$ cat src/design/pidm_pkg.sv
// ----------------------------------------------------------------------------
// PID controller package
// Shared types, register map and fixed constants of the PID controller.
// ----------------------------------------------------------------------------
package pidm_pkg;

    // APB register port geometry.
    localparam int APB_DATA_W = 32;
    localparam int APB_ADDR_W = 5;
    localparam int REG_IDX_W  = 3;

    // Register indexes, taken from paddr[4:2].
    localparam logic [REG_IDX_W-1:0] REG_TARGET    = 3'd0;
    localparam logic [REG_IDX_W-1:0] REG_MAX_OUT   = 3'd1;
    localparam logic [REG_IDX_W-1:0] REG_INT_LIMIT = 3'd2;
    localparam logic [REG_IDX_W-1:0] REG_GAIN_P    = 3'd3;
    localparam logic [REG_IDX_W-1:0] REG_GAIN_I    = 3'd4;
    localparam logic [REG_IDX_W-1:0] REG_GAIN_D    = 3'd5;
    localparam logic [REG_IDX_W-1:0] REG_LOOP_MODE = 3'd6;

    // Loop mode codes; the unused code behaves as normal mode.
    localparam logic [1:0] MODE_NORMAL   = 2'd0;
    localparam logic [1:0] MODE_STRAIGHT = 2'd1;
    localparam logic [1:0] MODE_ORIENT   = 2'd2;

    // Straight-mode deadband and orientation-mode derivative gate.
    localparam int DEADBAND_LIMIT = 10;
    localparam int ORIENT_GATE    = 40;

    // Reset values of the clamp registers.
    localparam logic [14:0] MAX_OUT_RESET   = 15'h7FFF;
    localparam logic [14:0] INT_LIMIT_RESET = 15'h7FFF;

    // Configuration set handed from the register file to the datapath.
    typedef struct packed {
        logic signed [15:0] target_value;
        logic        [14:0] max_output;
        logic        [14:0] integral_limit;
        logic signed [15:0] gain_p;
        logic signed [15:0] gain_i;
        logic signed [15:0] gain_d;
        logic        [1:0]  loop_mode;
    } t_cfg;

endpackage

$ cat src/design/pidm_meas_if.sv
// ----------------------------------------------------------------------------
// Measurement channel
// Valid/ready channel that carries one measured sample per transaction.
// ----------------------------------------------------------------------------
interface pidm_meas_if;
    logic               valid;
    logic               ready;
    logic signed [15:0] measure;

    modport source (output valid, output measure, input ready);
    modport sink   (input valid, input measure, output ready);
endinterface

$ cat src/design/pidm_drive_if.sv
// ----------------------------------------------------------------------------
// Drive channel
// Valid/ready channel that carries one controller output per transaction.
// ----------------------------------------------------------------------------
interface pidm_drive_if;
    logic               valid;
    logic               ready;
    logic signed [15:0] drive;

    modport source (output valid, output drive, input ready);
    modport sink   (input valid, input drive, output ready);
endinterface

$ cat src/design/pid_controller_with_modes.sv
// A sample passes the input, error, product, integral, sum and output stages.
// Throughput: one sample per cycle; the six-register pipeline advances as a
// whole and holds while the output register waits for the consumer.
// Loop state is updated in one stage each, so samples may go back to back.
// Reset (i_rst_n low, synchronous) empties the pipeline, clears the loop state
// and returns the registers to their reset values.
// ----------------------------------------------------------------------------
// PID controller with loop modes
// Positional PID regulator with straight deadband and orientation gating.
// ----------------------------------------------------------------------------
module pid_controller_with_modes (
    input  logic                            i_clk,
    input  logic                            i_rst_n,
    pidm_meas_if.sink                       i_meas,
    pidm_drive_if.source                    o_drive,
    input  logic                            psel,
    input  logic                            penable,
    input  logic                            pwrite,
    input  logic [pidm_pkg::APB_ADDR_W-1:0] paddr,
    input  logic [pidm_pkg::APB_DATA_W-1:0] pwdata,
    output logic [pidm_pkg::APB_DATA_W-1:0] prdata,
    output logic                            pready
);

    pidm_pkg::t_cfg w_cfg;

    // Configuration registers.
    pidm_regs u_regs (
        .i_clk   (i_clk),
        .i_rst_n (i_rst_n),
        .psel    (psel),
        .penable (penable),
        .pwrite  (pwrite),
        .paddr   (paddr),
        .pwdata  (pwdata),
        .prdata  (prdata),
        .pready  (pready),
        .o_cfg   (w_cfg)
    );

    // Control datapath.
    pidm_core u_core (
        .i_clk     (i_clk),
        .i_rst_n   (i_rst_n),
        .i_cfg     (w_cfg),
        .i_valid   (i_meas.valid),
        .o_ready   (i_meas.ready),
        .i_measure (i_meas.measure),
        .o_valid   (o_drive.valid),
        .i_ready   (o_drive.ready),
        .o_drive   (o_drive.drive)
    );

endmodule

$ cat src/design/pidm_regs.sv
// ----------------------------------------------------------------------------
// PID controller register file
// APB-style register block holding setpoint, clamps, gains and loop mode.
// ----------------------------------------------------------------------------
module pidm_regs (
    input  logic                             i_clk,
    input  logic                             i_rst_n,
    input  logic                             psel,
    input  logic                             penable,
    input  logic                             pwrite,
    input  logic [pidm_pkg::APB_ADDR_W-1:0]  paddr,
    input  logic [pidm_pkg::APB_DATA_W-1:0]  pwdata,
    output logic [pidm_pkg::APB_DATA_W-1:0]  prdata,
    output logic                             pready,
    output pidm_pkg::t_cfg                   o_cfg
);

    pidm_pkg::t_cfg                   r_cfg;
    logic                             w_wr_en;
    logic [pidm_pkg::REG_IDX_W-1:0]   w_idx;

    // The port never inserts wait states.
    assign pready  = 1'b1;
    assign w_wr_en = psel && penable && pwrite && pready;
    assign w_idx   = paddr[pidm_pkg::APB_ADDR_W-1:2];

    // Register writes; an index beyond the map is ignored.
    always_ff @(posedge i_clk) begin
        if (!i_rst_n) begin
            r_cfg.target_value   <= '0;
            r_cfg.max_output     <= pidm_pkg::MAX_OUT_RESET;
            r_cfg.integral_limit <= pidm_pkg::INT_LIMIT_RESET;
            r_cfg.gain_p         <= '0;
            r_cfg.gain_i         <= '0;
            r_cfg.gain_d         <= '0;
            r_cfg.loop_mode      <= pidm_pkg::MODE_NORMAL;
        end else if (w_wr_en) begin
            case (w_idx)
                pidm_pkg::REG_TARGET:    r_cfg.target_value   <= $signed(pwdata[15:0]);
                pidm_pkg::REG_MAX_OUT:   r_cfg.max_output     <= pwdata[14:0];
                pidm_pkg::REG_INT_LIMIT: r_cfg.integral_limit <= pwdata[14:0];
                pidm_pkg::REG_GAIN_P:    r_cfg.gain_p         <= $signed(pwdata[15:0]);
                pidm_pkg::REG_GAIN_I:    r_cfg.gain_i         <= $signed(pwdata[15:0]);
                pidm_pkg::REG_GAIN_D:    r_cfg.gain_d         <= $signed(pwdata[15:0]);
                pidm_pkg::REG_LOOP_MODE: r_cfg.loop_mode      <= pwdata[1:0];
                default: begin
                end
            endcase
        end
    end

    // Read data; signed registers are sign extended.
    always_comb begin
        case (w_idx)
            pidm_pkg::REG_TARGET:    prdata = 32'(r_cfg.target_value);
            pidm_pkg::REG_MAX_OUT:   prdata = {17'd0, r_cfg.max_output};
            pidm_pkg::REG_INT_LIMIT: prdata = {17'd0, r_cfg.integral_limit};
            pidm_pkg::REG_GAIN_P:    prdata = 32'(r_cfg.gain_p);
            pidm_pkg::REG_GAIN_I:    prdata = 32'(r_cfg.gain_i);
            pidm_pkg::REG_GAIN_D:    prdata = 32'(r_cfg.gain_d);
            pidm_pkg::REG_LOOP_MODE: prdata = {30'd0, r_cfg.loop_mode};
            default:                 prdata = '0;
        endcase
    end

    assign o_cfg = r_cfg;

endmodule

$ cat src/design/pidm_core.sv
// ----------------------------------------------------------------------------
// PID controller datapath
// Pipelined error, product, integral, sum and clamp stages with stall control.
// ----------------------------------------------------------------------------
module pidm_core (
    input  logic               i_clk,
    input  logic               i_rst_n,
    input  pidm_pkg::t_cfg     i_cfg,
    input  logic               i_valid,
    output logic               o_ready,
    input  logic signed [15:0] i_measure,
    output logic               o_valid,
    input  logic               i_ready,
    output logic signed [15:0] o_drive
);

    // Stage valids: input register, error, products, integral, sum, output.
    logic               r_v0, r_v1, r_v2, r_v3, r_v4, r_v5;
    logic               w_en;

    // Loop state.
    logic signed [16:0] r_prev_err;
    logic signed [23:0] r_integ;

    // Stage payloads.
    logic signed [15:0] r_meas0;
    logic signed [16:0] r_err1;
    logic signed [17:0] r_diff1;
    logic               r_dead1, r_dead2, r_dead3, r_dead4;
    logic signed [32:0] r_pterm2, r_iprod2;
    logic signed [33:0] r_dterm2;
    logic signed [34:0] r_pd3;
    logic signed [23:0] r_isum3;
    logic signed [35:0] r_sum4;
    logic signed [15:0] r_drive5;

    // Combinational stage results.
    logic signed [16:0] n_err;
    logic               n_dead, n_gate;
    logic signed [17:0] n_diff;
    logic signed [33:0] n_isum, w_lim;
    logic signed [23:0] n_integ;
    logic signed [27:0] w_quot, w_maxo, n_trunc;
    logic               w_round;
    logic signed [15:0] n_drive;

    // The whole pipeline advances together unless a result waits downstream.
    assign w_en    = !r_v5 || i_ready;
    assign o_ready = w_en;
    assign o_valid = r_v5;
    assign o_drive = r_drive5;

    // Stage 1: error, deadband and derivative gate.
    always_comb begin
        n_err  = 17'(i_cfg.target_value) - 17'(r_meas0);
        n_dead = (i_cfg.loop_mode == pidm_pkg::MODE_STRAIGHT)
                 && (n_err > -17'(pidm_pkg::DEADBAND_LIMIT))
                 && (n_err < 17'(pidm_pkg::DEADBAND_LIMIT));
        n_gate = (i_cfg.loop_mode == pidm_pkg::MODE_ORIENT)
                 && (n_err >= 17'(pidm_pkg::ORIENT_GATE));
        n_diff = n_gate ? '0 : (18'(n_err) - 18'(r_prev_err));
    end

    // Stage 3: integral accumulation with symmetric clamp.
    always_comb begin
        w_lim  = $signed({11'd0, i_cfg.integral_limit, 8'd0});
        n_isum = 34'(r_integ) + 34'(r_iprod2);
        if (n_isum > w_lim) begin
            n_integ = 24'(w_lim);
        end else if (n_isum < -w_lim) begin
            n_integ = 24'(-w_lim);
        end else begin
            n_integ = 24'(n_isum);
        end
    end

    // Output stage: truncate toward zero, then clamp to the drive limit.
    always_comb begin
        w_quot  = r_sum4[35:8];
        w_round = r_sum4[35] && (r_sum4[7:0] != 8'd0);
        n_trunc = w_quot + 28'(w_round);
        w_maxo  = $signed({13'd0, i_cfg.max_output});
        if (r_dead4) begin
            n_drive = '0;
        end else if (n_trunc > w_maxo) begin
            n_drive = 16'(w_maxo);
        end else if (n_trunc < -w_maxo) begin
            n_drive = 16'(-w_maxo);
        end else begin
            n_drive = 16'(n_trunc);
        end
    end

    // Control state and loop state.
    always_ff @(posedge i_clk) begin
        if (!i_rst_n) begin
            r_v0       <= 1'b0;
            r_v1       <= 1'b0;
            r_v2       <= 1'b0;
            r_v3       <= 1'b0;
            r_v4       <= 1'b0;
            r_v5       <= 1'b0;
            r_prev_err <= '0;
            r_integ    <= '0;
        end else if (w_en) begin
            r_v0 <= i_valid;
            r_v1 <= r_v0;
            r_v2 <= r_v1;
            r_v3 <= r_v2;
            r_v4 <= r_v3;
            r_v5 <= r_v4;
            if (r_v0 && !n_dead) begin
                r_prev_err <= n_err;
            end
            if (r_v2 && !r_dead2) begin
                r_integ <= n_integ;
            end
        end
    end

    // Payload registers of all stages.
    always_ff @(posedge i_clk) begin
        if (w_en) begin
            r_meas0  <= i_measure;
            r_err1   <= n_err;
            r_diff1  <= n_diff;
            r_dead1  <= n_dead;
            r_pterm2 <= 33'(r_err1) * 33'(i_cfg.gain_p);
            r_iprod2 <= 33'(r_err1) * 33'(i_cfg.gain_i);
            r_dterm2 <= 34'(r_diff1) * 34'(i_cfg.gain_d);
            r_dead2  <= r_dead1;
            r_pd3    <= 35'(r_pterm2) + 35'(r_dterm2);
            r_isum3  <= n_integ;
            r_dead3  <= r_dead2;
            r_sum4   <= 36'(r_pd3) + 36'(r_isum3);
            r_dead4  <= r_dead3;
            r_drive5 <= n_drive;
        end
    end

endmodule

$ cat src/flat_wrapper.sv
// flat-port wrapper written by rule: the top's interface ports become plain ports
module pid_controller_with_modes_flat 
  (i_clk, i_rst_n, psel, penable, pwrite, paddr, pwdata, prdata, pready, i_meas_valid, i_meas_measure, i_meas_ready, o_drive_valid, o_drive_drive, o_drive_ready);
  pidm_meas_if i_meas_i ();
  pidm_drive_if o_drive_i ();
  input  logic i_clk;
  input  logic i_rst_n;
  input  logic psel;
  input  logic penable;
  input  logic pwrite;
  input  logic [pidm_pkg::APB_ADDR_W-1:0] paddr;
  input  logic [pidm_pkg::APB_DATA_W-1:0] pwdata;
  output logic [pidm_pkg::APB_DATA_W-1:0] prdata;
  output logic pready;
  input wire logic [$bits(i_meas_i.valid)-1:0] i_meas_valid;
  input wire logic [$bits(i_meas_i.measure)-1:0] i_meas_measure;
  output wire logic [$bits(i_meas_i.ready)-1:0] i_meas_ready;
  output wire logic [$bits(o_drive_i.valid)-1:0] o_drive_valid;
  output wire logic [$bits(o_drive_i.drive)-1:0] o_drive_drive;
  input wire logic [$bits(o_drive_i.ready)-1:0] o_drive_ready;
  assign i_meas_i.valid = i_meas_valid;
  assign i_meas_i.measure = i_meas_measure;
  assign i_meas_ready = i_meas_i.ready;
  assign o_drive_valid = o_drive_i.valid;
  assign o_drive_drive = o_drive_i.drive;
  assign o_drive_i.ready = o_drive_ready;
  pid_controller_with_modes u_core (.i_clk(i_clk), .i_rst_n(i_rst_n), .i_meas(i_meas_i), .o_drive(o_drive_i), .psel(psel), .penable(penable), .pwrite(pwrite), .paddr(paddr), .pwdata(pwdata), .prdata(prdata), .pready(pready));
endmodule
$ cat config.mk
export PLATFORM = sky130hd
export DESIGN_NAME = pid_controller_with_modes_flat
export DESIGN_NICKNAME = d
export VERILOG_FILES = /design/src/design/pidm_pkg.sv /design/src/design/pidm_meas_if.sv /design/src/design/pidm_drive_if.sv /design/src/design/pid_controller_with_modes.sv /design/src/design/pidm_regs.sv /design/src/design/pidm_core.sv /design/src/flat_wrapper.sv
export SDC_FILE = /design/constraint.sdc
export NUM_CORES = 2
export LEC_CHECK = 0
export BUFFER_PORTS_ARGS = -buffer_cell sky130_fd_sc_hd__buf_2
export CAP_MARGIN = 20
export CORE_UTILIZATION = 60
export DETAILED_ROUTE_END_ITERATION = 12
export PLACE_DENSITY = 0.77
export SYNTH_ARGS = -nofsm -noshare
export SYNTH_HDL_FRONTEND = slang
export SYNTH_SLANG_ARGS = --single-unit
$ cat constraint.sdc
create_clock -name i_clk -period 9.9 [get_ports i_clk]
set_clock_uncertainty 0.05 [all_clocks]
set_input_delay 0.495 -clock i_clk [delete_from_list [all_inputs] [get_ports i_clk]]
set_output_delay 0.495 -clock i_clk [all_outputs]
set_load 0.01 [all_outputs]
==> run metrics <==
Slew @ Worst Pin 1.162 ns; Port-buffer cells 91; Worst VDD drop 0.1220 mV; Final Util 64.26%; period utilization 81.31%; TritonCTS clock tree built; largest net degree at the start of global routing 99; Netlist cell types 87; CTS Sinks 409; antenna violations before repair 10; Die ar. 94950 um^2; max incr delay on CP 0.72 ns; Core ar. 92220 um^2; unrepaired setup endpoints after global routing false; Final Slew Violations 0; Crit-path slowest cell o41ai_1; GRT Total Usage 31.51%; startpoint class of the critical path flop; DRT Wirelength 145000 um; worst hold-check path type in2reg; sequential-to-total area share from yosys stat 19.30%; Post-route DRC 0; Post-Syn Area per Cell 9.251 um^2; fill count 7475; Die Width 308.1 um; Iteration-0 DRC Markers 4178; DR vias/cell 5.845; first-pass GRT wire length 232600 um; Post-synth EDFFs 266; hold_buf cts 3; most used cell, CP fa_1; worst endpoint data arrival time 8.35 ns; worst skew pair latency 0.62 ns; CTS max path bufs 3; commonest cells after routing, fill and taps aside 1096 x inv_1, 847 x fa_1, 699 x nand2_1, 476 x ha_1, 417 x and2_1; async set-reset flop share out of synthesis 0%; Clock transition at path regs 0.06 ns; CP max FO 15; YS warnings 0; synthesized area 56230 um^2; CTS resizes 0; CP cell instances inv_1 -> nor2_1 -> fa_1 -> fa_1 -> fa_1 -> fa_1 -> fa_1 -> inv_1 -> fa_1 -> inv_1 -> ha_1 -> o21a_1 -> o21ai_0 -> nand2b_1 -> nor4bb_1 -> or3_1 -> nand3_1 -> nand3_1 -> o41ai_1 -> o21ai_0 -> a221oi_1 -> xnor2_1; Mapped Nets 7462; critical path data required time 10.20 ns; max-cap violation count 0; Initial Util 60.98%; Multi-input gate area 40220 um^2; DP HPWL 115100 um; Post-Synthesis Cells 6079; Peak Freq 0.1242 GHz; GRT overflow 0; Final Hold Fails 0; slew margin rel. 22.43%; H-Tree Depth 2; CTS root buf clkbuf_16; number of iterations in the first detailed-routing pass 6; Cell Pwr Density 100.3 nW/um^2; Die Ht 308.1 um; fin nets 7395; register area 10850 um^2; Static Leak 29.42 nW; GP Congestion 0.9866; synthesis-to-layout area growth 5.382%; run status finished clean; most common library cell in the layout ignoring fill and taps inv_1; prevailing post-synth register cell edfxtp_1; CP Capture Type flop; Crit Path Category reg2reg; share of layout cells above drive strength 1 4.530%; setup bufs post-CTS 0; Placement Rows 111; #FFs+latches synth 409; Power Total 0.005942 W; Tmin final 8.049 ns; final setup vio count 0; WL/cell 19.87 um; Post-Route Setup TNS 0 ns; Routed Antenna Nets 0; CTS buffer count 48; vias in the first global route 43620; io pins 111; total number of vias 42650
## per-layer routing
metal | vias up | global-route usage, % | share of wire (%)
met4 | 14 | 14.66 | 5.3
met3 | 404 | 6.006 | 8.7
li1 | 19360 | - | -
met1 | 21200 | 40.75 | 39
met2 | 1670 | 51.27 | 47
met5 | - | 0 | 0.059
## power breakdown
group / internal [W] / switching [W]
registers: 0.00210 / 0.000310
logic: 0.000652 / 0.00103
clock network: 0.00109 / 0.000767
total: 0.00384 / 0.00210
## flip-flops by register name, summed over array words and instances, names as in the netlist, 16 cells and up
name,flops
u_core.u_core.r_pd3,35
u_core.u_core.r_iprod2,33
u_core.u_core.r_pterm2,33
u_core.u_core.r_isum3,24
u_core.u_core.r_err1,17
u_core.u_core.r_integ,24
u_core.u_core.r_dterm2,34
u_core.u_regs.o_cfg,96
u_core.u_core.o_drive,16
u_core.u_core.r_prev_err,17
u_core.u_core.r_meas0,16
u_core.u_core.r_diff1,18
u_core.u_core.r_sum4,36
## cell type report
cell class	count	area share, %
inverters	1100	6.980
clock inverters	22	0.4666
well taps	1243	2.624
multi-input cells	4309	67.88
flip-flops and latches	409	18.31
repair buffers	144	1.453
diodes	4	0.01689
clock buffers	65	2.272
## synth_stat cells (all sizes together), types with 13 or more instances
library cell / instances / area, um^2
xnor2: 200 / 1752
nand3: 87 / 435.4
or2: 17 / 106.4
a31oi: 33 / 206.5
xor2: 54 / 480.5
or3: 22 / 137.6
ha: 476 / 5956
nand2b: 48 / 300.3
o21bai: 30 / 225.2
edfxtp: 266 / 7988
mux2i: 38 / 380.4
nor3: 68 / 355.3
o211ai: 46 / 345.3
nor4: 18 / 112.6
clkbuf: 229 / 859.6
a21o: 96 / 720.7
nor2: 260 / 975.9
fa: 847 / 16960
and3: 45 / 281.5
nor2b: 41 / 256.5
inv: 1098 / 4121
a211oi: 26 / 195.2
o21ai: 148 / 763.2
dfxtp: 143 / 2863
buf: 32 / 203.9
o21a: 50 / 375.4
nand4: 37 / 231.5
o32ai: 13 / 113.9
nand2: 699 / 2624
a21oi: 287 / 1459
and2: 417 / 2609
o31ai: 26 / 195.2
## kinds of logic (layout without fill, tap and decap cells)
logic type / count (synthesis) / count (layout) / share of synthesized area [%]
buffers and inverters: 1361 / 1331 / 9.234
and+or+nand+nor: 1799 / 1799 / 15.57
DFF: 409 / 409 / 19.30
xor gates and xnor gates: 254 / 254 / 3.969
AOI/OAI and AO/OA: 885 / 885 / 10.22
other: 1 / 5 / 0.006669
muxes: 47 / 47 / 0.9567
adders and majority gates: 1323 / 1323 / 40.74
## worst max-delay path, delay by kind of cell (launching register included)
kind	cells	cell delay (ns)
AOI/OAI and AO/OA	5	1.69
DFF	1	0.71
buffers and inverters	3	0.59
adders and majority gates	7	3.43
xor gates and xnor gates	1	0.09
and+or+nand+nor	6	1.21
## per-stage QoR
stage | cells | worst slack (ns) | hold WS [ns] | area (um^2)
after floorplan | 6079 | 1.399 | 0.3503 | 56230
after global placement | 7201 | 2.135 | 0.3516 | 57590
after detailed placement | 7201 | 2.007 | 0.3554 | 57590
after CTS | 7291 | 1.975 | 0.0007298 | 59240
after global routing | 7292 | 1.496 | 0.003233 | 59250
final | 7296 | 1.851 | 0.02346 | 59260
## path summary, 6_finish.rpt
path              cells after the start  slack (ns)                     from                    endpoint
hold reg to reg                       0        0.37    u_core.u_core.r_dead3       u_core.u_core.r_dead4
setup / recovery                     22        1.85  u_core.u_regs.o_cfg[17]  u_core.u_core.r_dterm2[32]
setup reg to reg                     22        1.85  u_core.u_regs.o_cfg[17]  u_core.u_core.r_dterm2[32]
hold / removal                        1        0.02        i_meas_measure[0]    u_core.u_core.r_meas0[0]
No activity file was read; power rests on OpenSTA's default activity.
